### src/hw/rtl/cpcb_pkg.sv
// cpcb_pkg: shared widths, codes, stage payload types and color conversion
// functions for the clipped pixel convert blit
// no dependencies
package cpcb_pkg;

   localparam int MAX_DIM  = 2048;
   localparam int DIM_W    = 12;
   localparam int COORD_W  = 12;
   localparam int POS_W    = COORD_W + 2;
   localparam int IDX_W    = $clog2(MAX_DIM);
   localparam int STRIDE_W = 14;
   localparam int PIX_W    = 24;
   localparam int WORD_W   = 16;
   localparam int ADDR_W   = 22;
   localparam int PROD_W   = IDX_W + DIM_W;
   localparam int CSR_IDX_W  = 2;
   localparam int CSR_DATA_W = 12;

   localparam logic [1:0] ST_OK          = 2'd0;
   localparam logic [1:0] ST_NOT_READY   = 2'd1;
   localparam logic [1:0] ST_UNSUPPORTED = 2'd2;
   localparam logic [1:0] ST_INVALID     = 2'd3;

   localparam logic [1:0] FMT_RGB565 = 2'd0;
   localparam logic [1:0] FMT_RGB444 = 2'd1;
   localparam logic [1:0] FMT_RGB888 = 2'd2;
   localparam logic [1:0] FMT_NONE   = 2'd3;

   localparam logic [CSR_IDX_W-1:0] CSR_FRAME_WIDTH   = 2'd0;
   localparam logic [CSR_IDX_W-1:0] CSR_FRAME_HEIGHT  = 2'd1;
   localparam logic [CSR_IDX_W-1:0] CSR_SWAP_BYTES    = 2'd2;
   localparam logic [CSR_IDX_W-1:0] CSR_DISPLAY_READY = 2'd3;

   localparam logic [DIM_W-1:0] FRAME_WIDTH_RST  = DIM_W'(800);
   localparam logic [DIM_W-1:0] FRAME_HEIGHT_RST = DIM_W'(480);
   localparam logic [DIM_W-1:0] MAX_DIM_VAL      = DIM_W'(MAX_DIM);
   localparam logic [DIM_W:0]   MAX_DIM_WIDE     = (DIM_W+1)'(MAX_DIM);

   typedef logic signed [POS_W-1:0] pos_type;

   typedef struct packed {
      logic [DIM_W-1:0] frame_width;
      logic [DIM_W-1:0] frame_height;
      logic             swap_bytes;
      logic             display_ready;
   } cfg_type;

   typedef struct packed {
      logic              not_ready;
      logic              fmt_bad;
      logic              stride_bad;
      pos_type           x1;
      pos_type           x2;
      pos_type           y1;
      pos_type           y2;
      pos_type           dx;
      pos_type           dy;
      logic [WORD_W-1:0] word;
   } s1_type;

   typedef struct packed {
      logic [1:0]        status;
      logic              write_enable;
      logic [IDX_W-1:0]  dx;
      logic [IDX_W-1:0]  dy;
      logic [WORD_W-1:0] word;
   } s2_type;

   typedef struct packed {
      logic [1:0]        status;
      logic              write_enable;
      logic [ADDR_W-1:0] pixel_address;
      logic [WORD_W-1:0] pixel_data;
   } rsp_type;

   function automatic logic [WORD_W-1:0] conv_444(input logic [PIX_W-1:0] p);
      return {p[11:8], p[11], p[7:4], p[7:6], p[3:0], p[3]};
   endfunction

   function automatic logic [WORD_W-1:0] conv_888(input logic [PIX_W-1:0] p);
      return {p[23:19], p[15:10], p[7:3]};
   endfunction

   function automatic logic [WORD_W-1:0] swap16(input logic [WORD_W-1:0] w);
      return {w[7:0], w[15:8]};
   endfunction

endpackage

### src/hw/rtl/cpcb_ifs.sv
// cpcb_ifs: valid/ready channel interfaces for requests and responses
// depends on cpcb_pkg
interface cpcb_req_if;
   logic                                  valid;
   logic                                  ready;
   logic signed [cpcb_pkg::COORD_W-1:0]   rect_x;
   logic signed [cpcb_pkg::COORD_W-1:0]   rect_y;
   logic [cpcb_pkg::COORD_W-1:0]          rect_width;
   logic [cpcb_pkg::COORD_W-1:0]          rect_height;
   logic [cpcb_pkg::STRIDE_W-1:0]         row_stride;
   logic [1:0]                            pixel_format;
   logic [cpcb_pkg::COORD_W-1:0]          source_column;
   logic [cpcb_pkg::COORD_W-1:0]          source_row;
   logic [cpcb_pkg::PIX_W-1:0]            pixel_value;

   modport source (
      output valid, rect_x, rect_y, rect_width, rect_height, row_stride,
             pixel_format, source_column, source_row, pixel_value,
      input  ready
   );
   modport sink (
      input  valid, rect_x, rect_y, rect_width, rect_height, row_stride,
             pixel_format, source_column, source_row, pixel_value,
      output ready
   );
endinterface

interface cpcb_rsp_if;
   logic                          valid;
   logic                          ready;
   logic [1:0]                    status;
   logic                          write_enable;
   logic [cpcb_pkg::ADDR_W-1:0]   pixel_address;
   logic [cpcb_pkg::WORD_W-1:0]   pixel_data;

   modport source (
      output valid, status, write_enable, pixel_address, pixel_data,
      input  ready
   );
   modport sink (
      input  valid, status, write_enable, pixel_address, pixel_data,
      output ready
   );
endinterface

### src/hw/rtl/cpcb_csr.sv
// cpcb_csr: frame size, swap and display ready registers with frame size saturation
// depends on cpcb_pkg
module cpcb_csr (
   input  logic                               clock,
   input  logic                               reset,
   input  logic                               csr_write_enable,
   input  logic [cpcb_pkg::CSR_IDX_W-1:0]     csr_index,
   input  logic [cpcb_pkg::CSR_DATA_W-1:0]    csr_data,
   output cpcb_pkg::cfg_type                  cfg
);

   logic [cpcb_pkg::DIM_W-1:0] frame_width_ff, frame_width_in;
   logic [cpcb_pkg::DIM_W-1:0] frame_height_ff, frame_height_in;
   logic                       swap_bytes_ff, swap_bytes_in;
   logic                       display_ready_ff, display_ready_in;

   always_comb begin
      frame_width_in   = frame_width_ff;
      frame_height_in  = frame_height_ff;
      swap_bytes_in    = swap_bytes_ff;
      display_ready_in = display_ready_ff;
      if (csr_write_enable) begin
         case (csr_index)
            cpcb_pkg::CSR_FRAME_WIDTH:   frame_width_in   = csr_data[cpcb_pkg::DIM_W-1:0];
            cpcb_pkg::CSR_FRAME_HEIGHT:  frame_height_in  = csr_data[cpcb_pkg::DIM_W-1:0];
            cpcb_pkg::CSR_SWAP_BYTES:    swap_bytes_in    = csr_data[0];
            cpcb_pkg::CSR_DISPLAY_READY: display_ready_in = csr_data[0];
            default: ;
         endcase
      end
   end

   always_ff @(posedge clock) begin
      if (reset) begin
         frame_width_ff   <= cpcb_pkg::FRAME_WIDTH_RST;
         frame_height_ff  <= cpcb_pkg::FRAME_HEIGHT_RST;
         swap_bytes_ff    <= 1'b0;
         display_ready_ff <= 1'b0;
      end else begin
         frame_width_ff   <= frame_width_in;
         frame_height_ff  <= frame_height_in;
         swap_bytes_ff    <= swap_bytes_in;
         display_ready_ff <= display_ready_in;
      end
   end

   always_comb begin
      cfg.frame_width   = ({1'b0, frame_width_ff} > cpcb_pkg::MAX_DIM_WIDE) ?
                          cpcb_pkg::MAX_DIM_VAL : frame_width_ff;
      cfg.frame_height  = ({1'b0, frame_height_ff} > cpcb_pkg::MAX_DIM_WIDE) ?
                          cpcb_pkg::MAX_DIM_VAL : frame_height_ff;
      cfg.swap_bytes    = swap_bytes_ff;
      cfg.display_ready = display_ready_ff;
   end

endmodule

### src/hw/rtl/cpcb_front.sv
// cpcb_front: first stage, clip bounds, destination position, stride check and
// color conversion to rgb565; depends on cpcb_pkg and cpcb_ifs
module cpcb_front (
   input  logic               clock,
   input  logic               reset,
   input  cpcb_pkg::cfg_type  cfg,
   cpcb_req_if.sink           req_if,
   input  logic               down_ready,
   output logic               s1_valid,
   output cpcb_pkg::s1_type   s1
);

   logic               valid_ff, valid_in;
   cpcb_pkg::s1_type   s1_ff, s1_in;
   logic               stage_ready;

   cpcb_pkg::pos_type  rx, ry, rw, rh, col, row, fw, fh;
   cpcb_pkg::pos_type  x2_sum, y2_sum;
   logic [cpcb_pkg::STRIDE_W-1:0] rw2, need;
   logic [cpcb_pkg::WORD_W-1:0]   word;

   assign stage_ready  = !valid_ff || down_ready;
   assign req_if.ready = stage_ready;

   always_comb begin
      rx  = $signed({{2{req_if.rect_x[cpcb_pkg::COORD_W-1]}}, req_if.rect_x});
      ry  = $signed({{2{req_if.rect_y[cpcb_pkg::COORD_W-1]}}, req_if.rect_y});
      rw  = $signed({2'b00, req_if.rect_width});
      rh  = $signed({2'b00, req_if.rect_height});
      col = $signed({2'b00, req_if.source_column});
      row = $signed({2'b00, req_if.source_row});
      fw  = $signed({2'b00, cfg.frame_width});
      fh  = $signed({2'b00, cfg.frame_height});

      x2_sum = rx + rw;
      y2_sum = ry + rh;

      rw2  = {1'b0, req_if.rect_width, 1'b0};
      need = (req_if.pixel_format == cpcb_pkg::FMT_RGB888) ?
             rw2 + {2'b00, req_if.rect_width} : rw2;

      case (req_if.pixel_format)
         cpcb_pkg::FMT_RGB565: word = req_if.pixel_value[cpcb_pkg::WORD_W-1:0];
         cpcb_pkg::FMT_RGB444: word = cpcb_pkg::conv_444(req_if.pixel_value);
         cpcb_pkg::FMT_RGB888: word = cpcb_pkg::conv_888(req_if.pixel_value);
         default:              word = '0;
      endcase

      s1_in.not_ready  = !cfg.display_ready;
      s1_in.fmt_bad    = (req_if.pixel_format == cpcb_pkg::FMT_NONE);
      s1_in.stride_bad = (req_if.row_stride < need);
      s1_in.x1         = rx[cpcb_pkg::POS_W-1] ? '0 : rx;
      s1_in.y1         = ry[cpcb_pkg::POS_W-1] ? '0 : ry;
      s1_in.x2         = (x2_sum > fw) ? fw : x2_sum;
      s1_in.y2         = (y2_sum > fh) ? fh : y2_sum;
      s1_in.dx         = rx + col;
      s1_in.dy         = ry + row;
      s1_in.word       = cfg.swap_bytes ? cpcb_pkg::swap16(word) : word;

      valid_in = stage_ready ? req_if.valid : valid_ff;
   end

   always_ff @(posedge clock) begin
      if (reset) begin
         valid_ff <= 1'b0;
      end else begin
         valid_ff <= valid_in;
      end
   end

   always_ff @(posedge clock) begin
      if (stage_ready && req_if.valid) begin
         s1_ff <= s1_in;
      end
   end

   assign s1_valid = valid_ff;
   assign s1       = s1_ff;

endmodule

### src/hw/rtl/cpcb_check.sv
// cpcb_check: second stage, status priority, clip test and zeroing of
// rejected results; depends on cpcb_pkg
module cpcb_check (
   input  logic               clock,
   input  logic               reset,
   input  logic               up_valid,
   output logic               up_ready,
   input  cpcb_pkg::s1_type   s1,
   input  logic               down_ready,
   output logic               s2_valid,
   output cpcb_pkg::s2_type   s2
);

   logic               valid_ff, valid_in;
   cpcb_pkg::s2_type   s2_ff, s2_in;
   logic               empty, in_clip;

   assign up_ready = !valid_ff || down_ready;

   always_comb begin
      empty   = (s1.x1 >= s1.x2) || (s1.y1 >= s1.y2);
      in_clip = (s1.dx >= s1.x1) && (s1.dx < s1.x2) &&
                (s1.dy >= s1.y1) && (s1.dy < s1.y2);

      s2_in.write_enable = 1'b0;
      if (s1.not_ready) begin
         s2_in.status = cpcb_pkg::ST_NOT_READY;
      end else if (s1.fmt_bad) begin
         s2_in.status = cpcb_pkg::ST_UNSUPPORTED;
      end else if (s1.stride_bad || empty) begin
         s2_in.status = cpcb_pkg::ST_INVALID;
      end else begin
         s2_in.status       = cpcb_pkg::ST_OK;
         s2_in.write_enable = in_clip;
      end

      s2_in.dx   = s2_in.write_enable ? s1.dx[cpcb_pkg::IDX_W-1:0] : '0;
      s2_in.dy   = s2_in.write_enable ? s1.dy[cpcb_pkg::IDX_W-1:0] : '0;
      s2_in.word = s2_in.write_enable ? s1.word : '0;

      valid_in = up_ready ? up_valid : valid_ff;
   end

   always_ff @(posedge clock) begin
      if (reset) begin
         valid_ff <= 1'b0;
      end else begin
         valid_ff <= valid_in;
      end
   end

   always_ff @(posedge clock) begin
      if (up_ready && up_valid) begin
         s2_ff <= s2_in;
      end
   end

   assign s2_valid = valid_ff;
   assign s2       = s2_ff;

endmodule

### src/hw/rtl/cpcb_addr.sv
// cpcb_addr: third stage row times frame width product, then output register
// adding the column; depends on cpcb_pkg
module cpcb_addr (
   input  logic                        clock,
   input  logic                        reset,
   input  logic [cpcb_pkg::DIM_W-1:0]  frame_width,
   input  logic                        up_valid,
   output logic                        up_ready,
   input  cpcb_pkg::s2_type            s2,
   input  logic                        out_ready,
   output logic                        out_valid,
   output cpcb_pkg::rsp_type           out
);

   logic                          s3_valid_ff, s3_valid_in;
   logic [cpcb_pkg::PROD_W-1:0]   prod_ff, prod_in;
   cpcb_pkg::s2_type              s3_ff;
   logic                          s3_ready;

   logic                          out_valid_ff, out_valid_in;
   cpcb_pkg::rsp_type             out_ff, out_in;
   logic                          out_stage_ready;

   assign out_stage_ready = !out_valid_ff || out_ready;
   assign s3_ready        = !s3_valid_ff || out_stage_ready;
   assign up_ready        = s3_ready;

   always_comb begin
      prod_in     = s2.dy * frame_width;
      s3_valid_in = s3_ready ? up_valid : s3_valid_ff;

      out_in.status        = s3_ff.status;
      out_in.write_enable  = s3_ff.write_enable;
      out_in.pixel_address = cpcb_pkg::ADDR_W'(prod_ff) +
                             cpcb_pkg::ADDR_W'(s3_ff.dx);
      out_in.pixel_data    = s3_ff.word;
      out_valid_in = out_stage_ready ? s3_valid_ff : out_valid_ff;
   end

   always_ff @(posedge clock) begin
      if (reset) begin
         s3_valid_ff  <= 1'b0;
         out_valid_ff <= 1'b0;
      end else begin
         s3_valid_ff  <= s3_valid_in;
         out_valid_ff <= out_valid_in;
      end
   end

   always_ff @(posedge clock) begin
      if (s3_ready && up_valid) begin
         prod_ff <= prod_in;
         s3_ff   <= s2;
      end
      if (out_stage_ready && s3_valid_ff) begin
         out_ff <= out_in;
      end
   end

   assign out_valid = out_valid_ff;
   assign out       = out_ff;

`ifndef ASSERT_OFF
   a_reject_zero: assert property (@(posedge clock) disable iff (reset)
      out_valid_ff && !out_ff.write_enable |->
         out_ff.pixel_address == '0 && out_ff.pixel_data == '0)
      else $error("rejected pixel carries nonzero address or data");

   a_write_ok: assert property (@(posedge clock) disable iff (reset)
      out_valid_ff && out_ff.write_enable |-> out_ff.status == cpcb_pkg::ST_OK)
      else $error("write enable with error status");

   a_s3_hold: assert property (@(posedge clock) disable iff (reset)
      s3_valid_ff && !out_stage_ready |=> s3_valid_ff && $stable(prod_ff) &&
         $stable(s3_ff))
      else $error("product stage changed while stalled");

   a_s3_drain: assert property (@(posedge clock) disable iff (reset)
      s3_valid_ff && out_stage_ready |=> out_valid_ff)
      else $error("product stage transfer lost");
`endif

endmodule

### src/hw/rtl/clipped_pixel_convert_blit.sv
// clipped_pixel_convert_blit: top level of the clipped rgb565 convert blit
// one pixel per cycle while the response side is ready
// four register stages: bounds/convert, check, multiply, output
// a stalled response holds every occupied stage in place, nothing is dropped or repeated
// synchronous reset empties the pipeline and restores 800x480, no swap, display not ready
// depends on cpcb_pkg, cpcb_ifs, cpcb_csr, cpcb_front, cpcb_check, cpcb_addr
module clipped_pixel_convert_blit (
   input  logic                               clock,
   input  logic                               reset,
   cpcb_req_if.sink                           req_if,
   cpcb_rsp_if.source                         rsp_if,
   input  logic                               csr_write_enable,
   input  logic [cpcb_pkg::CSR_IDX_W-1:0]     csr_index,
   input  logic [cpcb_pkg::CSR_DATA_W-1:0]    csr_data
);

   cpcb_pkg::cfg_type  cfg;
   cpcb_pkg::s1_type   s1;
   cpcb_pkg::s2_type   s2;
   cpcb_pkg::rsp_type  rsp;
   logic               s1_valid, s1_ready;
   logic               s2_valid, s2_ready;

   cpcb_csr u_csr (
      .clock            (clock),
      .reset            (reset),
      .csr_write_enable (csr_write_enable),
      .csr_index        (csr_index),
      .csr_data         (csr_data),
      .cfg              (cfg)
   );

   cpcb_front u_front (
      .clock      (clock),
      .reset      (reset),
      .cfg        (cfg),
      .req_if     (req_if),
      .down_ready (s1_ready),
      .s1_valid   (s1_valid),
      .s1         (s1)
   );

   cpcb_check u_check (
      .clock      (clock),
      .reset      (reset),
      .up_valid   (s1_valid),
      .up_ready   (s1_ready),
      .s1         (s1),
      .down_ready (s2_ready),
      .s2_valid   (s2_valid),
      .s2         (s2)
   );

   cpcb_addr u_addr (
      .clock       (clock),
      .reset       (reset),
      .frame_width (cfg.frame_width),
      .up_valid    (s2_valid),
      .up_ready    (s2_ready),
      .s2          (s2),
      .out_ready   (rsp_if.ready),
      .out_valid   (rsp_if.valid),
      .out         (rsp)
   );

   assign rsp_if.status        = rsp.status;
   assign rsp_if.write_enable  = rsp.write_enable;
   assign rsp_if.pixel_address = rsp.pixel_address;
   assign rsp_if.pixel_data    = rsp.pixel_data;

endmodule

### src/flat_wrapper.sv
// flat-port wrapper written by rule: the top's interface ports become plain ports
module clipped_pixel_convert_blit_flat 
  (clock, reset, csr_write_enable, csr_index, csr_data, req_if_valid, req_if_rect_x, req_if_rect_y, req_if_rect_width, req_if_rect_height, req_if_row_stride, req_if_pixel_format, req_if_source_column, req_if_source_row, req_if_pixel_value, req_if_ready, rsp_if_valid, rsp_if_status, rsp_if_write_enable, rsp_if_pixel_address, rsp_if_pixel_data, rsp_if_ready);
  cpcb_req_if req_if_i ();
  cpcb_rsp_if rsp_if_i ();
  input  logic clock;
  input  logic reset;
  input  logic csr_write_enable;
  input  logic [cpcb_pkg::CSR_IDX_W-1:0] csr_index;
  input  logic [cpcb_pkg::CSR_DATA_W-1:0] csr_data;
  input wire logic [$bits(req_if_i.valid)-1:0] req_if_valid;
  input wire logic [$bits(req_if_i.rect_x)-1:0] req_if_rect_x;
  input wire logic [$bits(req_if_i.rect_y)-1:0] req_if_rect_y;
  input wire logic [$bits(req_if_i.rect_width)-1:0] req_if_rect_width;
  input wire logic [$bits(req_if_i.rect_height)-1:0] req_if_rect_height;
  input wire logic [$bits(req_if_i.row_stride)-1:0] req_if_row_stride;
  input wire logic [$bits(req_if_i.pixel_format)-1:0] req_if_pixel_format;
  input wire logic [$bits(req_if_i.source_column)-1:0] req_if_source_column;
  input wire logic [$bits(req_if_i.source_row)-1:0] req_if_source_row;
  input wire logic [$bits(req_if_i.pixel_value)-1:0] req_if_pixel_value;
  output wire logic [$bits(req_if_i.ready)-1:0] req_if_ready;
  output wire logic [$bits(rsp_if_i.valid)-1:0] rsp_if_valid;
  output wire logic [$bits(rsp_if_i.status)-1:0] rsp_if_status;
  output wire logic [$bits(rsp_if_i.write_enable)-1:0] rsp_if_write_enable;
  output wire logic [$bits(rsp_if_i.pixel_address)-1:0] rsp_if_pixel_address;
  output wire logic [$bits(rsp_if_i.pixel_data)-1:0] rsp_if_pixel_data;
  input wire logic [$bits(rsp_if_i.ready)-1:0] rsp_if_ready;
  assign req_if_i.valid = req_if_valid;
  assign req_if_i.rect_x = req_if_rect_x;
  assign req_if_i.rect_y = req_if_rect_y;
  assign req_if_i.rect_width = req_if_rect_width;
  assign req_if_i.rect_height = req_if_rect_height;
  assign req_if_i.row_stride = req_if_row_stride;
  assign req_if_i.pixel_format = req_if_pixel_format;
  assign req_if_i.source_column = req_if_source_column;
  assign req_if_i.source_row = req_if_source_row;
  assign req_if_i.pixel_value = req_if_pixel_value;
  assign req_if_ready = req_if_i.ready;
  assign rsp_if_valid = rsp_if_i.valid;
  assign rsp_if_status = rsp_if_i.status;
  assign rsp_if_write_enable = rsp_if_i.write_enable;
  assign rsp_if_pixel_address = rsp_if_i.pixel_address;
  assign rsp_if_pixel_data = rsp_if_i.pixel_data;
  assign rsp_if_i.ready = rsp_if_ready;
  clipped_pixel_convert_blit u_core (.clock(clock), .reset(reset), .req_if(req_if_i), .rsp_if(rsp_if_i), .csr_write_enable(csr_write_enable), .csr_index(csr_index), .csr_data(csr_data));
endmodule
### config.mk
export PLATFORM = sky130hd
export DESIGN_NAME = clipped_pixel_convert_blit_flat
export DESIGN_NICKNAME = d
export VERILOG_FILES = /design/src/hw/rtl/cpcb_pkg.sv /design/src/hw/rtl/cpcb_ifs.sv /design/src/hw/rtl/cpcb_csr.sv /design/src/hw/rtl/cpcb_front.sv /design/src/hw/rtl/cpcb_check.sv /design/src/hw/rtl/cpcb_addr.sv /design/src/hw/rtl/clipped_pixel_convert_blit.sv /design/src/flat_wrapper.sv
export SDC_FILE = /design/constraint.sdc
export NUM_CORES = 1
export LEC_CHECK = 0
export BUFFER_PORTS_ARGS = -buffer_cell sky130_fd_sc_hd__buf_2
export CORE_UTILIZATION = 35
export CTS_CLUSTER_SIZE = 40
export DETAILED_ROUTE_END_ITERATION = 8
export GPL_TIMING_DRIVEN = 0
export PLACE_DENSITY = 0.55
export SKIP_CTS_REPAIR_TIMING = 1
export SLEW_MARGIN = 30
export SYNTH_ARGS = -nofsm -noshare
export SYNTH_HDL_FRONTEND = slang
export SYNTH_HIERARCHICAL = 1
export SYNTH_SLANG_ARGS = --single-unit
### constraint.sdc
create_clock -name clock -period 8.9 [get_ports clock]
set_input_delay 1.78 -clock clock [delete_from_list [all_inputs] [get_ports clock]]
set_output_delay 1.78 -clock clock [all_outputs]
set_load 0.01 [all_outputs]
==> reports/results.txt <==
status: finished with violations
violations in the final reports: DRC
count of antenna-violating nets left after detailed routing: 0
minimum hold slack: 413 ps
area share of and/or/nand/nor cells after synthesis: 0.158
Area growth, synth to finish: 14.8%
max-slew violations: 0
critical path depth in cells: 20
TritonCTS clock tree: yes
Critical Path Max Stage Delay: 550 ps
CP delay by family, top: adder cells
most frequent CP cell: sky130_fd_sc_hd__fa_1
Slew Limit Headroom: 0.445
Post-synth EDFFs: 231
via total after detailed routing: 14900
M1 GR Usage: 0.210
commonest non-fill, non-tap cell in the layout: sky130_fd_sc_hd__inv_1
Num CTS Buffers: 34
met3 routing resource usage after global routing: 0.0241
proportion of synthesized area in mux cells: 0.0351
sequential area share after synthesis: 0.357
Post-Place Cell Area: 23100 um2
global placer's final weighted congestion: 0.884
power density over the cells: 181 nW/um2
series of cell instances along the critical path: clkbuf_1, nor2b_1, clkbuf_1, nand2_1, fa_1, inv_1, fa_1, fa_1, fa_1, inv_1, fa_1, inv_1, ha_1, buf_2, nand2_1, or4b_1, a31o_1, a31oi_2, o22ai_1, a31o_1
highest clock rate: 150 MHz
Required @ worst endpoint: 9190 ps
via count of the first global-routing pass: 15000
global routing usage summed across all routing layers: 0.163
buffers and inverters on the worst path: 6
post-route clock skew: 12.9 ps
Post-Layout Inst Area: 24200 um2
min setup slack post-route: 2240 ps
core region area: 59400 um2
global-route wire length before repair: 78500 um
DR vias/cell: 4.88
Hold Crit Class: flip-flop to flip-flop
MaxCap Viol Count: 0
# setup viols final: 0
total negative setup slack: 0 ps
fraction of layout instances using a drive strength above 1: 0.150
compound-gate portion of the synthesized area: 0.107
drc violations: 5
post-synth cell types: 83
final hold violation count: 0
Synth Area in XOR/XNOR: 0.0340
combinational family with the most area after synthesis: adder cells
overall die area: 61300 um2
instance count along the most critical hold path: 0
Detailed Place HPWL: 41100 um
pin slew with the least headroom to its limit: 832 ps
Skew-Pair Late Insertion Delay: 550 ps
synthesis-stage register bit count: 261
PortBufs: 169
Clock H-tree levels: 2
layer with the highest usage: met2
unrepaired setup endpoints after global routing: no
IR Drop Worst-Case VDD: 0.108 mV
average routed wire per standard cell: 16.2 um
Async S/R FF share, synth: 0
Post-Syn Area per Cell: 10.3 um2
CTS root buf: sky130_fd_sc_hd__clkbuf_16
total clock sinks: 261
Tcrit/Tclk final: 0.748
WL final: 49700 um
remaining global-route overflow: 0
Max Root-Sink Buffers: 3
netlist area before placement: 21100 um2
effective utilization at floorplan: 0.356
detailed router's first-iteration violation count: 700
critical path startpoint category: flip-flop
worst slack after detailed placement: 2210 ps
ant diodes: 0
arrival time reported for the critical path endpoint: 6950 ps
die span in y: 248 um
synthesized instance count: 2046
clock-pin slew on the worst setup and hold paths: 60 ps
First-pass DRT Iterations: 9
most used flip-flop cell after synthesis: sky130_fd_sc_hd__edfxtp_1
shortest clock period the worst path allows after layout: 6660 ps
adder and majority cell fraction of the synthesized area: 0.238
global routing usage on met2: 0.285
x dimension of the die: 248 um
maximum number of pins on one net before global-route repair: 53
number of nets in the final layout: 2738
type of element capturing the critical path: flip-flop
Critical Path Fanout Max: 10
Worst path slowest cell: sky130_fd_sc_hd__fa_1
top library cells by usage in the layout, fill and taps aside: 285 x sky130_fd_sc_hd__inv_1, 252 x sky130_fd_sc_hd__ha_1, 231 x sky130_fd_sc_hd__edfxtp_1
std cell rows: 89
total number of yosys warnings: 6
startpoint-to-endpoint class of the critical path: flip-flop to flip-flop
ports placed on the boundary: 174
leakage power summed over all cells: 10.5 nW
Reg2Reg Depth: 20
antenna violations before repair: 0
synth_stat cells (all sizes together) (9+ instances only):
| cell type | count | area (um2) |
|---|---|---|
| edfxtp | 231 | 6940 |
| inv | 286 | 1070 |
| o211ai | 14 | 105 |
| nand2 | 112 | 420 |
| ha | 252 | 3150 |
| clkbuf | 52 | 196 |
| and2 | 75 | 469 |
| o21a | 17 | 128 |
| or3 | 13 | 81.3 |
| nand3 | 25 | 125 |
| mux2i | 46 | 460 |
| xor2 | 17 | 149 |
| a21oi | 123 | 619 |
| fa | 94 | 1880 |
| o21ai | 54 | 270 |
| a21o | 31 | 233 |
| a31o | 9 | 78.8 |
| nand2b | 50 | 313 |
| o31ai | 10 | 75.1 |
| dfxtp | 30 | 601 |
| mux2 | 25 | 282 |
| and3 | 12 | 81.3 |
| nor2b | 77 | 482 |
| xnor2 | 65 | 569 |
| o21bai | 11 | 82.6 |
| a31oi | 19 | 125 |
| nand4 | 21 | 131 |
| nor2 | 86 | 323 |
| nor4 | 40 | 497 |
| nor3 | 28 | 140 |
| buf | 26 | 220 |
| a211oi | 15 | 118 |
flip-flops by register name, indices dropped and copies added (netlist names):
name                           cells
u_core/u_addr/out                 41
u_core/u_addr/out_in              19
u_core/u_addr/out_valid            1
u_core/u_addr/prod_ff             22
u_core/u_addr/s3_ff               11
u_core/u_addr/s3_valid_ff          1
u_core/u_check/s2                 41
u_core/u_check/s2_valid            1
u_core/u_csr/display_ready_ff      1
u_core/u_csr/frame_height_ff      12
u_core/u_csr/frame_width_ff       12
u_core/u_csr/swap_bytes_ff         1
u_core/u_front/s1                 97
u_core/u_front/s1_valid            1
power breakdown:
part | switching, mW | internal, mW | total [mW]
clock | 0.537 | 0.833 | 1.37
sequential | 0.0597 | 1.48 | 1.54
combinational | 0.861 | 0.613 | 1.47
layout make-up:
type / count / area, um2
multi-input cells: 1426 / 12100
well taps: 773 / 967
inverters: 286 / 1070
plain buffers: 78 / 417
fillers: 5746 / 35100
flip-flops and latches: 261 / 7540
clock inverters: 19 / 228
repair buffers: 174 / 968
clock buffers: 43 / 922
worst reg2reg max path, stage by stage, from the launching register on:
cell and delay, ps:
sky130_fd_sc_hd__dfxtp_1 330, sky130_fd_sc_hd__clkbuf_1 220, sky130_fd_sc_hd__nor2b_1 540, sky130_fd_sc_hd__clkbuf_1 510
sky130_fd_sc_hd__nand2_1 160, sky130_fd_sc_hd__fa_1 550, sky130_fd_sc_hd__inv_1 50, sky130_fd_sc_hd__fa_1 520
sky130_fd_sc_hd__fa_1 440, sky130_fd_sc_hd__fa_1 550, sky130_fd_sc_hd__inv_1 50, sky130_fd_sc_hd__fa_1 550
sky130_fd_sc_hd__inv_1 50, sky130_fd_sc_hd__ha_1 260, sky130_fd_sc_hd__buf_2 190, sky130_fd_sc_hd__nand2_1 160
sky130_fd_sc_hd__or4b_1 510, sky130_fd_sc_hd__a31o_1 240, sky130_fd_sc_hd__a31oi_2 210, sky130_fd_sc_hd__o22ai_1 110
sky130_fd_sc_hd__a31o_1 210
per-layer routing:
metal / part of all wire / routed length [um]
met5: 0 / 0
met4: 0.018 / 903
met3: 0.033 / 1640
met2: 0.49 / 24300
met1: 0.46 / 22800
cells by family after synthesis:
family,count (synthesis)
simple gates,573
buf+inv,364
compound gates,348
fa+ha+maj,346
flops,261
xor+xnor,82
mux,71
other cells,1
worst paths after layout:
path	startpoint	to	slack [ps]
worst min-delay path	u_core/u_check/s2[4]	u_core/u_addr/out_in[4]	410
worst min register to register	u_core/u_check/s2[4]	u_core/u_addr/out_in[4]	410
worst max-delay path	u_core/u_csr/frame_width_ff[11]	u_core/u_addr/prod_ff[20]	2240
worst max register to register	u_core/u_csr/frame_width_ff[11]	u_core/u_addr/prod_ff[20]	2240
stage by stage:
stage | total power, mW | std cells | utilization
after global routing | 4.68 | 3060 | 0.408
after global placement | 3.00 | 2993 | 0.387
after CTS | 4.43 | 3060 | 0.408
after detailed placement | 3.03 | 2998 | 0.389
final | 4.38 | 3060 | 0.408
after floorplan | 2.63 | 2051 | -
Power figures use the tool's default switching activity.
